`config.mk`:
```
export PLATFORM = sky130hd
export DESIGN_NAME = composite_row_key_encoder
export DESIGN_NICKNAME = d
export VERILOG_FILES = /design/src/rtl/core/crke_pkg.sv /design/src/rtl/core/crke_in_reg.sv /design/src/rtl/core/crke_key_core.sv /design/src/rtl/core/composite_row_key_encoder.sv
export SDC_FILE = /design/constraint.sdc
export NUM_CORES = 1
export LEC_CHECK = 0
export BUFFER_PORTS_ARGS = -buffer_cell sky130_fd_sc_hd__clkbuf_2
export CORE_MARGIN = 4
export CORE_UTILIZATION = 45
export CTS_CLUSTER_SIZE = 25
export DETAILED_ROUTE_END_ITERATION = 7
export GPL_ROUTABILITY_DRIVEN = 0
export GPL_TIMING_DRIVEN = 1
export HOLD_SLACK_MARGIN = 0.15
export PLACE_DENSITY = 0.71
export SYNTH_ARGS = -nofsm -noshare
export SYNTH_HDL_FRONTEND = slang
export SYNTH_SLANG_ARGS = --single-unit
export TNS_END_PERCENT = 30
```
`constraint.sdc`:
```
create_clock -name clk_i -period 10.2 [get_ports clk_i]
set_input_delay 0.51 -clock clk_i [delete_from_list [all_inputs] [get_ports clk_i]]
set_output_delay 0.51 -clock clk_i [all_outputs]
set_load 0.05 [all_outputs]
```
`src/rtl/core/crke_pkg.sv`:
```
`timescale 1ns / 1ps
// ----------------------------------------------------------------------------
// crke_pkg
// Shared types, constants and helpers for the composite row key encoder.
// ----------------------------------------------------------------------------
package crke_pkg;

  localparam logic [31:0] FnvBasis = 32'd2166136261;
  localparam logic [31:0] FnvPrime = 32'd16777619;
  localparam logic [31:0] Golden   = 32'h9e3779b9;
  localparam logic [5:0]  FullBits = 6'd32;

  typedef enum logic [3:0] {
    KIND_NULL      = 4'd0,
    KIND_INT64     = 4'd1,
    KIND_UINT64    = 4'd2,
    KIND_INT32     = 4'd3,
    KIND_UINT32    = 4'd4,
    KIND_STRING    = 4'd5,
    KIND_BINARY    = 4'd6,
    KIND_DOUBLE    = 4'd7,
    KIND_TIMESTAMP = 4'd8,
    KIND_OTHER     = 4'd9
  } kind_e;

  typedef struct packed {
    logic        role;
    logic [3:0]  kind;
    logic [63:0] value;
    logic        has_byte;
    logic        col_last;
    logic        row_last;
  } item_t;

  // Bits kept per clustering column: 32 / count, zero when count is zero.
  function automatic logic [5:0] per_column_bits(input logic [5:0] count);
    logic [5:0] bits;
    bits = 6'd0;
    case (count) inside
      6'd1:            bits = 6'd32;
      6'd2:            bits = 6'd16;
      6'd3:            bits = 6'd10;
      6'd4:            bits = 6'd8;
      6'd5:            bits = 6'd6;
      6'd6:            bits = 6'd5;
      [6'd7:6'd8]:     bits = 6'd4;
      [6'd9:6'd10]:    bits = 6'd3;
      [6'd11:6'd16]:   bits = 6'd2;
      [6'd17:6'd32]:   bits = 6'd1;
      default:         bits = 6'd0;
    endcase
    return bits;
  endfunction

  function automatic logic [31:0] hash_combine(input logic [31:0] h, input logic [31:0] v);
    return h ^ (v + Golden + (h << 6) + (h >> 2));
  endfunction

endpackage

```
`src/rtl/core/crke_in_reg.sv`:
```
`timescale 1ns / 1ps
// ----------------------------------------------------------------------------
// crke_in_reg
// Input register: captures one column item and holds it until the key core
// consumes it.
// ----------------------------------------------------------------------------
module crke_in_reg (
  input  logic             clk_i,
  input  logic             rst_ni,
  input  logic             in_valid_i,
  output logic             in_ready_o,
  input  crke_pkg::item_t  item_i,
  input  logic             advance_i,
  output logic             item_valid_o,
  output crke_pkg::item_t  item_o
);

  logic            valid_q, valid_d;
  crke_pkg::item_t item_q;

  assign in_ready_o = !valid_q || advance_i;
  assign valid_d    = (in_valid_i && in_ready_o) || (valid_q && !advance_i);

  always_ff @(posedge clk_i or negedge rst_ni) begin
    if (!rst_ni) begin
      valid_q <= 1'b0;
    end else begin
      valid_q <= valid_d;
    end
  end

  always_ff @(posedge clk_i) begin
    if (in_valid_i && in_ready_o) begin
      item_q <= item_i;
    end
  end

  assign item_valid_o = valid_q;
  assign item_o       = item_q;

endmodule

```
`src/rtl/core/crke_key_core.sv`:
```
`timescale 1ns / 1ps
// ----------------------------------------------------------------------------
// crke_key_core
// Running row state, per-item column hashing and clustering packing, and the
// row key output register.
// ----------------------------------------------------------------------------
module crke_key_core (
  input  logic             clk_i,
  input  logic             rst_ni,
  input  logic             item_valid_i,
  input  crke_pkg::item_t  item_i,
  input  logic [5:0]       per_bits_i,
  output logic             advance_o,
  output logic             out_valid_o,
  input  logic             out_ready_i,
  output logic [63:0]      row_key_o
);

  logic [31:0] partition_hash_q, partition_hash_d;
  logic [31:0] cluster_accum_q, cluster_accum_d;
  logic [5:0]  bits_left_q, bits_left_d;
  logic [31:0] byte_hash_q, byte_hash_d;
  logic [31:0] string_prefix_q, string_prefix_d;
  logic [2:0]  prefix_bytes_q, prefix_bytes_d;
  logic        out_valid_q, out_valid_d;
  logic [63:0] row_key_q;

  logic        is_str, close_col;
  logic [7:0]  byte_val;
  logic [31:0] bh_new, sp_new, vhash, scode, ph_close, ca_close;
  logic [2:0]  pb_new, pad;
  logic [5:0]  bits, bl_close;
  logic [63:0] sp_shift, top, acc;

  // Stall only a row-ending item while the previous key is still waiting.
  assign advance_o = item_valid_i && (!item_i.row_last || !out_valid_q || out_ready_i);

  always_comb begin
    is_str   = (item_i.kind == crke_pkg::KIND_STRING) || (item_i.kind == crke_pkg::KIND_BINARY);
    byte_val = item_i.value[7:0];
    bh_new   = byte_hash_q;
    sp_new   = string_prefix_q;
    pb_new   = prefix_bytes_q;
    if (is_str && item_i.has_byte) begin
      bh_new = (byte_hash_q ^ {{24{byte_val[7]}}, byte_val}) * crke_pkg::FnvPrime;
      if (prefix_bytes_q < 3'd4) begin
        sp_new = {string_prefix_q[23:0], byte_val};
        pb_new = prefix_bytes_q + 3'd1;
      end
    end
    close_col = !is_str || item_i.col_last || item_i.row_last;

    case (item_i.kind)
      crke_pkg::KIND_INT64, crke_pkg::KIND_UINT64,
      crke_pkg::KIND_INT32, crke_pkg::KIND_UINT32: vhash = item_i.value[31:0];
      crke_pkg::KIND_STRING, crke_pkg::KIND_BINARY: vhash = bh_new;
      crke_pkg::KIND_DOUBLE: vhash = item_i.value[31:0] ^ item_i.value[63:32];
      default: vhash = 32'd0;
    endcase

    pad      = (pb_new < 3'd4) ? (3'd4 - pb_new) : 3'd0;
    sp_shift = {32'd0, sp_new} << {pad, 3'b000};
    case (item_i.kind)
      crke_pkg::KIND_INT64, crke_pkg::KIND_TIMESTAMP:
        scode = {~item_i.value[63], item_i.value[62:32]};
      crke_pkg::KIND_UINT64: scode = item_i.value[63:32];
      crke_pkg::KIND_INT32:  scode = {~item_i.value[31], item_i.value[30:0]};
      crke_pkg::KIND_UINT32: scode = item_i.value[31:0];
      crke_pkg::KIND_STRING: scode = sp_shift[31:0];
      default:               scode = 32'd0;
    endcase

    bits     = (per_bits_i < bits_left_q) ? per_bits_i : bits_left_q;
    top      = {32'd0, scode} >> (crke_pkg::FullBits - bits);
    acc      = ({32'd0, cluster_accum_q} << bits) | top;
    ph_close = partition_hash_q;
    ca_close = cluster_accum_q;
    bl_close = bits_left_q;
    if (!item_i.role) begin
      ph_close = crke_pkg::hash_combine(partition_hash_q, vhash);
    end else if (bits != 6'd0) begin
      ca_close = acc[31:0];
      bl_close = bits_left_q - bits;
    end
  end

  always_comb begin
    partition_hash_d = partition_hash_q;
    cluster_accum_d  = cluster_accum_q;
    bits_left_d      = bits_left_q;
    byte_hash_d      = byte_hash_q;
    string_prefix_d  = string_prefix_q;
    prefix_bytes_d   = prefix_bytes_q;
    out_valid_d      = out_valid_q && !out_ready_i;
    if (advance_o) begin
      if (close_col) begin
        partition_hash_d = ph_close;
        cluster_accum_d  = ca_close;
        bits_left_d      = bl_close;
        byte_hash_d      = crke_pkg::FnvBasis;
        string_prefix_d  = 32'd0;
        prefix_bytes_d   = 3'd0;
      end else begin
        byte_hash_d      = bh_new;
        string_prefix_d  = sp_new;
        prefix_bytes_d   = pb_new;
      end
      if (item_i.row_last) begin
        partition_hash_d = 32'd0;
        cluster_accum_d  = 32'd0;
        bits_left_d      = crke_pkg::FullBits;
        out_valid_d      = 1'b1;
      end
    end
  end

  always_ff @(posedge clk_i or negedge rst_ni) begin
    if (!rst_ni) begin
      partition_hash_q <= 32'd0;
      cluster_accum_q  <= 32'd0;
      bits_left_q      <= crke_pkg::FullBits;
      byte_hash_q      <= crke_pkg::FnvBasis;
      string_prefix_q  <= 32'd0;
      prefix_bytes_q   <= 3'd0;
      out_valid_q      <= 1'b0;
    end else begin
      partition_hash_q <= partition_hash_d;
      cluster_accum_q  <= cluster_accum_d;
      bits_left_q      <= bits_left_d;
      byte_hash_q      <= byte_hash_d;
      string_prefix_q  <= string_prefix_d;
      prefix_bytes_q   <= prefix_bytes_d;
      out_valid_q      <= out_valid_d;
    end
  end

  always_ff @(posedge clk_i) begin
    if (advance_o && item_i.row_last) begin
      row_key_q <= {ph_close, ca_close};
    end
  end

  assign out_valid_o = out_valid_q;
  assign row_key_o   = row_key_q;

`ifndef SYNTH
  a_bits_left_range: assert property (@(posedge clk_i) disable iff (!rst_ni)
    bits_left_q <= crke_pkg::FullBits)
    else $error("bits_left out of range");

  a_prefix_range: assert property (@(posedge clk_i) disable iff (!rst_ni)
    prefix_bytes_q <= 3'd4)
    else $error("prefix byte count out of range");

  a_clear_string: assert property (@(posedge clk_i) disable iff (!rst_ni)
    prefix_bytes_q == 3'd0 |-> byte_hash_q == crke_pkg::FnvBasis && string_prefix_q == 32'd0)
    else $error("string state not cleared");

  a_row_end: assert property (@(posedge clk_i) disable iff (!rst_ni)
    advance_o && item_i.row_last |=> out_valid_q && bits_left_q == crke_pkg::FullBits
      && partition_hash_q == 32'd0 && cluster_accum_q == 32'd0)
    else $error("row end did not emit key and reset state");
`endif

endmodule

```
`src/rtl/core/composite_row_key_encoder.sv`:
```
`timescale 1ns / 1ps
// ----------------------------------------------------------------------------
// composite_row_key_encoder
// Builds one 64-bit row key per row from streamed column items.
// ----------------------------------------------------------------------------
// Usage:
//   Column items enter on the in channel (valid/ready), one transaction per
//   numeric column value or per string/binary byte. Partition columns fold
//   into a 32-bit hash, clustering columns pack order-preserving prefixes.
//   An item with row_last set produces one row_key transaction on the out
//   channel; other items produce none.
//   The cfg channel (always ready) sets clustering_count; write it only
//   while no row is in flight.
// Timing:
//   One item per cycle sustained while no row-ending item is held back by a
//   waiting key. An item is registered in the input register, then a single
//   pass of hash and pack logic updates the row state; the key is registered
//   in the output register as the row-ending item leaves the input register.
// Reset:
//   Clears row state, the count register and both valid flags.
// Back-pressure:
//   While a key waits on out_ready_i, items that do not end a row keep
//   flowing; the next row-ending item holds in the input register.
// ----------------------------------------------------------------------------
module composite_row_key_encoder (
  input  logic        clk_i,
  input  logic        rst_ni,
  input  logic        cfg_valid_i,
  output logic        cfg_ready_o,
  input  logic [5:0]  cfg_data_i,
  input  logic        in_valid_i,
  output logic        in_ready_o,
  input  logic        role_i,
  input  logic [3:0]  kind_i,
  input  logic [63:0] value_i,
  input  logic        has_byte_i,
  input  logic        col_last_i,
  input  logic        row_last_i,
  output logic        out_valid_o,
  input  logic        out_ready_i,
  output logic [63:0] row_key_o
);

  logic [5:0]      per_bits_q;
  crke_pkg::item_t in_item, reg_item;
  logic            reg_valid, advance;

  assign cfg_ready_o = 1'b1;

  // Hold the per-column bit count rather than the raw count.
  always_ff @(posedge clk_i or negedge rst_ni) begin
    if (!rst_ni) begin
      per_bits_q <= 6'd0;
    end else if (cfg_valid_i && cfg_ready_o) begin
      per_bits_q <= crke_pkg::per_column_bits(cfg_data_i);
    end
  end

  assign in_item = '{role: role_i, kind: kind_i, value: value_i, has_byte: has_byte_i,
                     col_last: col_last_i, row_last: row_last_i};

  crke_in_reg u_in_reg (
    .clk_i        (clk_i),
    .rst_ni       (rst_ni),
    .in_valid_i   (in_valid_i),
    .in_ready_o   (in_ready_o),
    .item_i       (in_item),
    .advance_i    (advance),
    .item_valid_o (reg_valid),
    .item_o       (reg_item)
  );

  crke_key_core u_key_core (
    .clk_i        (clk_i),
    .rst_ni       (rst_ni),
    .item_valid_i (reg_valid),
    .item_i       (reg_item),
    .per_bits_i   (per_bits_q),
    .advance_o    (advance),
    .out_valid_o  (out_valid_o),
    .out_ready_i  (out_ready_i),
    .row_key_o    (row_key_o)
  );

endmodule

```
# Word level (Yosys, flattened, before mapping)

Index checks and enable logic that the tools add are counted.

Multipliers: 1
$add $sub $neg: 7
Bitwise operators: 6
Order comparisons: 11
Mux-type cells: 35
Eq/ne operators: 14
Reduce and logical (&&, ||, !) cells: 32
Shift-type cells: 3

Operators by type and width:

| kind                                                                                 | number |
|---|---|
| 32-bit two-way mux                                                                   | 12 |
| 32-bit case mux with 5 select lines                                                  | 1 |
| 32-bit case mux with 3 select lines                                                  | 1 |
| 32-bit XOR                                                                           | 3 |
| 32-bit by 6-bit left shift with 32-bit output                                        | 2 |
| 6-bit two-way mux                                                                    | 10 |
| 32-bit by 30-bit adder with 32-bit output                                            | 1 |
| 32-bit adder                                                                         | 1 |
| 32-bit adder (second input constant)                                                 | 1 |
| 32-bit by 25-bit multiplier with 32-bit output (second input constant)               | 1 |
| 32-bit bitwise OR                                                                    | 1 |
| 32-bit by 6-bit >> shifter with 32-bit output                                        | 1 |
| 6-bit by 3-bit == test with 1-bit output (second input constant)                     | 3 |
| 3-bit two-way mux                                                                    | 6 |
| 4-bit by 3-bit == test with 1-bit output (second input constant)                     | 4 |
| 6-bit by 2-bit == test with 1-bit output (second input constant)                     | 2 |
| 6-bit by 4-bit greater-or-equal comparator with 1-bit output (second input constant) | 2 |
| 6-bit by 4-bit less-or-equal comparator with 1-bit output (second input constant)    | 2 |
| 1-bit logical AND                                                                    | 10 |
| 4-bit by 2-bit == test with 1-bit output (second input constant)                     | 2 |
| 1-bit logical OR                                                                     | 7 |
| 6-bit by 1-bit == test with 1-bit output (second input constant)                     | 1 |
| 6-bit by 3-bit greater-or-equal comparator with 1-bit output (second input constant) | 1 |
| 6-bit by 5-bit greater-or-equal comparator with 1-bit output (second input constant) | 1 |
| 20 further kinds                                                                     | 33 |

Output and inout bits: 67
Flip-flop bits (word level): 281
Input bits: 83
Word-level logic and storage cells: 125

# Depth between registers and ports, before layout

Depth after elaboration: 14
Depth in mapped cells: 39
Depth with buffers taken out: 38

# By module

A second synthesis with hierarchy kept.

Cells, all modules: 2,939
Area, all modules: 27,401.3 um2

By module, submodules not included:

| module                    | sequential area each (um2) | times used | area an instance (um2) | cells an instance |
|---|---|---|---|---|
| crke_key_core             | 5,393.9                    | 1          | 24,756.2               | 2,812 |
| crke_in_reg               | 2,187.1                    | 1          | 2,215.9                | 76 |
| composite_row_key_encoder | 150.1                      | 1          | 429.2                  | 51 |

# Worst setup path before layout

OpenSTA, ideal clock, no wires.

Path kind: reg-to-reg
Start: register u_in_reg.item_q, in the netlist u_in_reg.item_o[10]
End: register u_key_core.partition_hash_q[31]
Data required time: 10.074 ns
Data arrival time: 8.781 ns
Path buffers: 2
Cell stages (with the launch flop): 37
Path slack: 1.293 ns
Library setup time: 0.126 ns
Clock period less this slack: 8.907 ns
Cell sequence: edfxtp_1 -> clkbuf_1 -> buf_1 -> xor2_1 -> ha_1 -> ha_1 -> fa_1 -> ha_1 -> fa_1 -> ha_1 -> inv_1 -> fa_1 -> inv_1 -> ha_1 -> nand3_1 -> or3_1 -> o21ai_1 -> nand2_1 -> o21ai_0 -> xor2_1 -> mux2i_1 -> o221a_2 -> fa_1 -> inv_1 -> ha_1 -> ha_1 -> and3_1 -> and2_1 -> a221oi_1 -> nand2_1 -> o221ai_1 -> o211ai_1 -> o21ai_0 -> nand2b_1 -> xnor3_1 -> and2_1 -> a221o_1

Cells in the longest elaborated chain, start to end: 11
Elaborated cells on any way between the ends: 12
Classes of those cells: 3 x add/sub; 1 x mul; 5 x mux; 3 x bitwise

RTL lines:

| what                                           | RTL line             | RTL |
|---|---|---|
| from (decl)                                    | crke_in_reg.sv:19    | `crke_pkg::item_t item_q;` |
| from (signal assigned)                         | crke_in_reg.sv:34    | `item_q <= item_i;` |
| 32-bit XOR                                     | crke_key_core.sv:45  | `bh_new = (byte_hash_q ^ {{24{byte_val[7]}}, byte_val}) * crke_pkg::FnvPrime;` |
| 32-bit by 25-bit multiplier with 32-bit output | crke_key_core.sv:45  |  |
| 32-bit two-way mux                             | crke_key_core.sv:44  | `if (is_str && item_i.has_byte) begin` |
| 32-bit case mux with 3 select lines *          | crke_key_core.sv:53  | `case (item_i.kind)` |
| 32-bit adder * (2 in a row)                    | crke_pkg.sv:56       | `return h ^ (v + Golden + (h << 6) + (h >> 2));` |
| 32-bit by 30-bit adder with 32-bit output *    | crke_pkg.sv:56       |  |
| 32-bit XOR *                                   | crke_pkg.sv:56       |  |
| 32-bit two-way mux *                           | crke_key_core.sv:79  | `if (!item_i.role) begin` |
| 32-bit two-way mux *                           | crke_key_core.sv:96  | `if (close_col) begin` |
| 32-bit two-way mux *                           | crke_key_core.sv:108 | `if (item_i.row_last) begin` |
| to (signal assigned)                           | crke_key_core.sv:127 | `partition_hash_q <= partition_hash_d;` |
| to (decl)                                      | crke_key_core.sv:19  | `logic [31:0] partition_hash_q, partition_hash_d;` |

Mark *: on every way between the ends. The rest lies on a longest branch, timed or not. The select of a mux whose other input is x is not followed.
A chain may end at the register's enable or synchronous reset.

# Worst setup path after layout

Same ends and word-level chain as after synthesis.

==> reports/metrics.cfg <==
[finish]
fillerInstances = 5020
finish.net_count = 3370
n_antenna_cell = 0
layout-area-overhead-vs-synth_pct = 12.9
final_layout_size_suffix_gt1_frac = 0.122
final_std_cells_w_o_fill = 3715

[setup_path]
cp-end-kind = flip-flop
slowest_stage = sky130_fd_sc_hd__edfxtp_1
rr_worst_depth = 34
crit_path_max_fanout = 23
cp-start-kind = flip-flop
timing.critical_path.required_ns = 10.64
cp_dominant_cell_by_count = sky130_fd_sc_hd__ha_1
worstSetupPathType = reg2reg
slowest_cell_delay_on_critical_path_ns = 0.53
critPathArrivalTime_ns = 10.18

[sta]
clock_skew_ns = 0.0251
finalMaxSlewViolations = 0
relSlewSlack = 0.127
min_period_ns = 9.74
setup_total_negative_slack_ns = 0
fmax_ghz = 0.103
number_of_setup_violations_in_the_final_report = 0
rsz0062_at_grt = no
final-hold-violation-count = 0
hold_slack_ns = 0.162
post-route-period-util = 0.955
tightest_slew_ns = 1.30

[worst_hold_path]
hold_path_class = in2reg
whs_path_depth = 1

[clock_tree]
cts_root_buf = sky130_fd_sc_hd__clkbuf_16
cts.sink_count = 281
cts-root-to-sink-buffers = 3
clock_tree.htree_level_count = 2
clk_transition_reported_paths_ns = 0.06
tritoncts = yes
clock_latency_on_the_worst_skew_pair_ns = 0.57
numCtsBuffers = 35
post_cts_buffers = 0

[floorplan]
std_cell_rows = 87
die_width_um = 249
die_area_sq_um = 61900
dieHeight_um = 249
design.core.area_sq_um = 56900
floorplan.initialDensity = 0.458
ios = 150

[routing]
drc_errors = 23
totalWireLength_um = 85100
drt-initial-drc-count = 3091
wl_per_cell_um = 22.9
detailroute.via_count = 23500
postRouteAntennaNets = 0
drt_first_pass_iters = 8
avgViaCountPerCell = 6.33

[outcome]
violations = DRC
status = complete, but fails checks

[grt]
globalRouteTotalUtil = 0.268
grt_first_pass_wirelength_um = 133000
globalRoute.totalOverflow = 0
antenna_found_initial = 0
grt_max_degree = 73
grt_pass1_vias = 23000

[synthesis]
synth_top_family_by_area = adder cells
yosys_warnings = 0
synth_area_per_cell_sq_um = 9.40
area_of_the_mapped_netlist_sq_um = 26100
synth-adder-area-share = 0.199
async_sr_flop_fraction = 0.516
synthesis.nets = 3213
synth-edff-count = 136
multiplexer_fraction_of_the_synthesized_cell_area = 0.0830
synthCells = 2775
yosys.area_share.xor_xnor = 0.0519
synthesized_area_fraction_occupied_by_ao_oa_aoi_and_oai_cells = 0.190
synth_seq_cells = 281
synthSimpleGateAreaFrac = 0.114
synthFlopType = sky130_fd_sc_hd__edfxtp_1
synth.yosys.seq_area_share = 0.296
synth_cell_type_count = 92

[power]
power-per-cell-area_nw_per_um2 = 313
p_leak_nw = 13.2
vdd_drop_max_uv = 237

[job]
number_of_maximum_capacitance_violations = 0

[placed_design]
place_inst = 3582
hpwl_um = 64800
number_of_port_buffers = 148

path summary, 6_finish.rpt:
check	from	to	slack, ns
setup / recovery	u_in_reg.item_o[10]	u_key_core.partition_hash_q[31]	0.46
hold / removal	value_i[3]	u_in_reg.item_o[6]	0.16
setup reg to reg	u_in_reg.item_o[10]	u_key_core.partition_hash_q[31]	0.46
hold reg to reg	u_key_core.partition_hash_q[6]	u_key_core.partition_hash_q[6]	0.48
max in group asynchronous	rst_ni	u_key_core.string_prefix_q[3]	8.60
min in group asynchronous	rst_ni	per_bits_q[1]	0.47
registers in the layout, indices dropped and copies added, names as in the netlist:
register,count
u_key_core.row_key_o,64
u_key_core.byte_hash_q,32
per_bits_q,6
u_in_reg.item_o,72
u_key_core.partition_hash_q,32
u_in_reg.item_valid_o,1
u_key_core.string_prefix_q,32
u_key_core.out_valid_o,1
u_key_core.prefix_bytes_q,3
u_key_core.bits_left_q,6
u_key_core.cluster_accum_q,32
layout by cell type, fill, tap and decap left out, types with 17 or more instances in the layout:
master	count
sky130_fd_sc_hd__a21o_1	19
sky130_fd_sc_hd__a21oi_1	116
sky130_fd_sc_hd__a221oi_1	31
sky130_fd_sc_hd__a22o_1	75
sky130_fd_sc_hd__a22oi_1	25
sky130_fd_sc_hd__a31oi_1	27
sky130_fd_sc_hd__and2_1	28
sky130_fd_sc_hd__buf_4	38
sky130_fd_sc_hd__clkbuf_16	36
sky130_fd_sc_hd__clkbuf_2	147
sky130_fd_sc_hd__dfrtp_1	130
sky130_fd_sc_hd__dlygate4sd3_1	69
sky130_fd_sc_hd__edfxtp_1	136
sky130_fd_sc_hd__fa_1	100
sky130_fd_sc_hd__ha_1	255
sky130_fd_sc_hd__inv_1	290
sky130_fd_sc_hd__mux2_2	32
sky130_fd_sc_hd__mux2i_1	132
sky130_fd_sc_hd__mux4_2	19
sky130_fd_sc_hd__nand2_1	233
sky130_fd_sc_hd__nand3_1	62
sky130_fd_sc_hd__nor2_1	190
sky130_fd_sc_hd__nor3_1	36
sky130_fd_sc_hd__o211ai_1	32
sky130_fd_sc_hd__o21a_1	24
sky130_fd_sc_hd__o21ai_0	156
sky130_fd_sc_hd__o221ai_1	23
sky130_fd_sc_hd__o22a_1	17
sky130_fd_sc_hd__o22ai_1	32
sky130_fd_sc_hd__xnor2_1	90
sky130_fd_sc_hd__xor2_1	54
per-stage QoR:
step           setup WS (ns)  total power, mW  cell area [sq um]  utilization
2_1_floorplan           1.29             6.18              26100            -
3_3_place_gp           0.853             7.52              27500        0.483
3_5_place_dp           0.550             7.68              27500        0.483
4_1_cts                0.551             9.09              29400        0.517
5_1_grt             0.000121             9.89              29500        0.517
6_report               0.463             9.21              29500        0.517
cells by family (layout without fill, tap and decap cells):
logic type,Yosys count,in the layout
AO/OA/AOI/OAI,714,714
XOR/XNOR,151,151
adder cells (fa/ha/maj),355,355
buffers and inverters,432,616
flip-flops,281,281
multiplexers,186,186
other,1,1
AND/OR/NAND/NOR,655,655
cell usage after synthesis (all sizes together), types with 29 or more instances:
cell / number / area share
inv: 296 / 0.043
nor3: 36 / 0.0069
a21oi: 118 / 0.023
a22o: 75 / 0.025
o22ai: 32 / 0.0077
edfxtp: 136 / 0.16
fa: 100 / 0.077
buf: 42 / 0.0089
o211ai: 32 / 0.0092
ha: 255 / 0.12
a31oi: 29 / 0.0074
nand2: 233 / 0.034
clkbuf: 93 / 0.013
and2: 29 / 0.0070
xor2: 58 / 0.019
nor2: 192 / 0.028
a221oi: 31 / 0.010
o21ai: 169 / 0.032
dfrtp: 130 / 0.12
mux2: 32 / 0.014
nand3: 62 / 0.012
xnor2: 92 / 0.032
mux2i: 135 / 0.053
what timing repair did:
| item | CTS | global route |
|---|---|---|
| setup endpoints to repair | 0 | 2 |
| gates resized for setup | 0 | 4 |
| endpoints found under the hold margin | 114 | 0 |
| hold buffers | 69 | 0 |
area by class of cell:
class                      instances  area, sq um  area share
clock buffer                      42          943      0.0320
sequential                       281         7730       0.262
multi-input combinational       2062        16700       0.568
timing repair buffer             255         1720      0.0585
inverter                         297         1110      0.0378
clock inverter                    22          277     0.00939
tap                              756          946      0.0321
worst max-delay path, delay by kind of cell, from the launching register on:
kind	cells	cell delay, ns
muxes	1	0.13
xor gates and xnor gates	3	1.08
and+or+nand+nor	8	1.36
adders and majority gates	10	3.72
AOI/OAI and AO/OA	8	2.19
buffers and inverters	4	0.58
DFF	1	0.53
power breakdown:
part	internal (mW)	switching (mW)	total, mW
Sequential	1.48	0.193	1.67
Combinational	2.43	3.79	6.22
Clock	0.796	0.532	1.33
routing by layer:
metal | routed length, um | share of wire | GRT usage
met4 | 5270 | 0.062 | 0.132
met1 | 34000 | 0.40 | 0.364
met2 | 36300 | 0.43 | 0.402
met3 | 9530 | 0.11 | 0.0643
met5 | 0 | 0 | 0
Note: power is estimated with default switching activity, not from simulation.
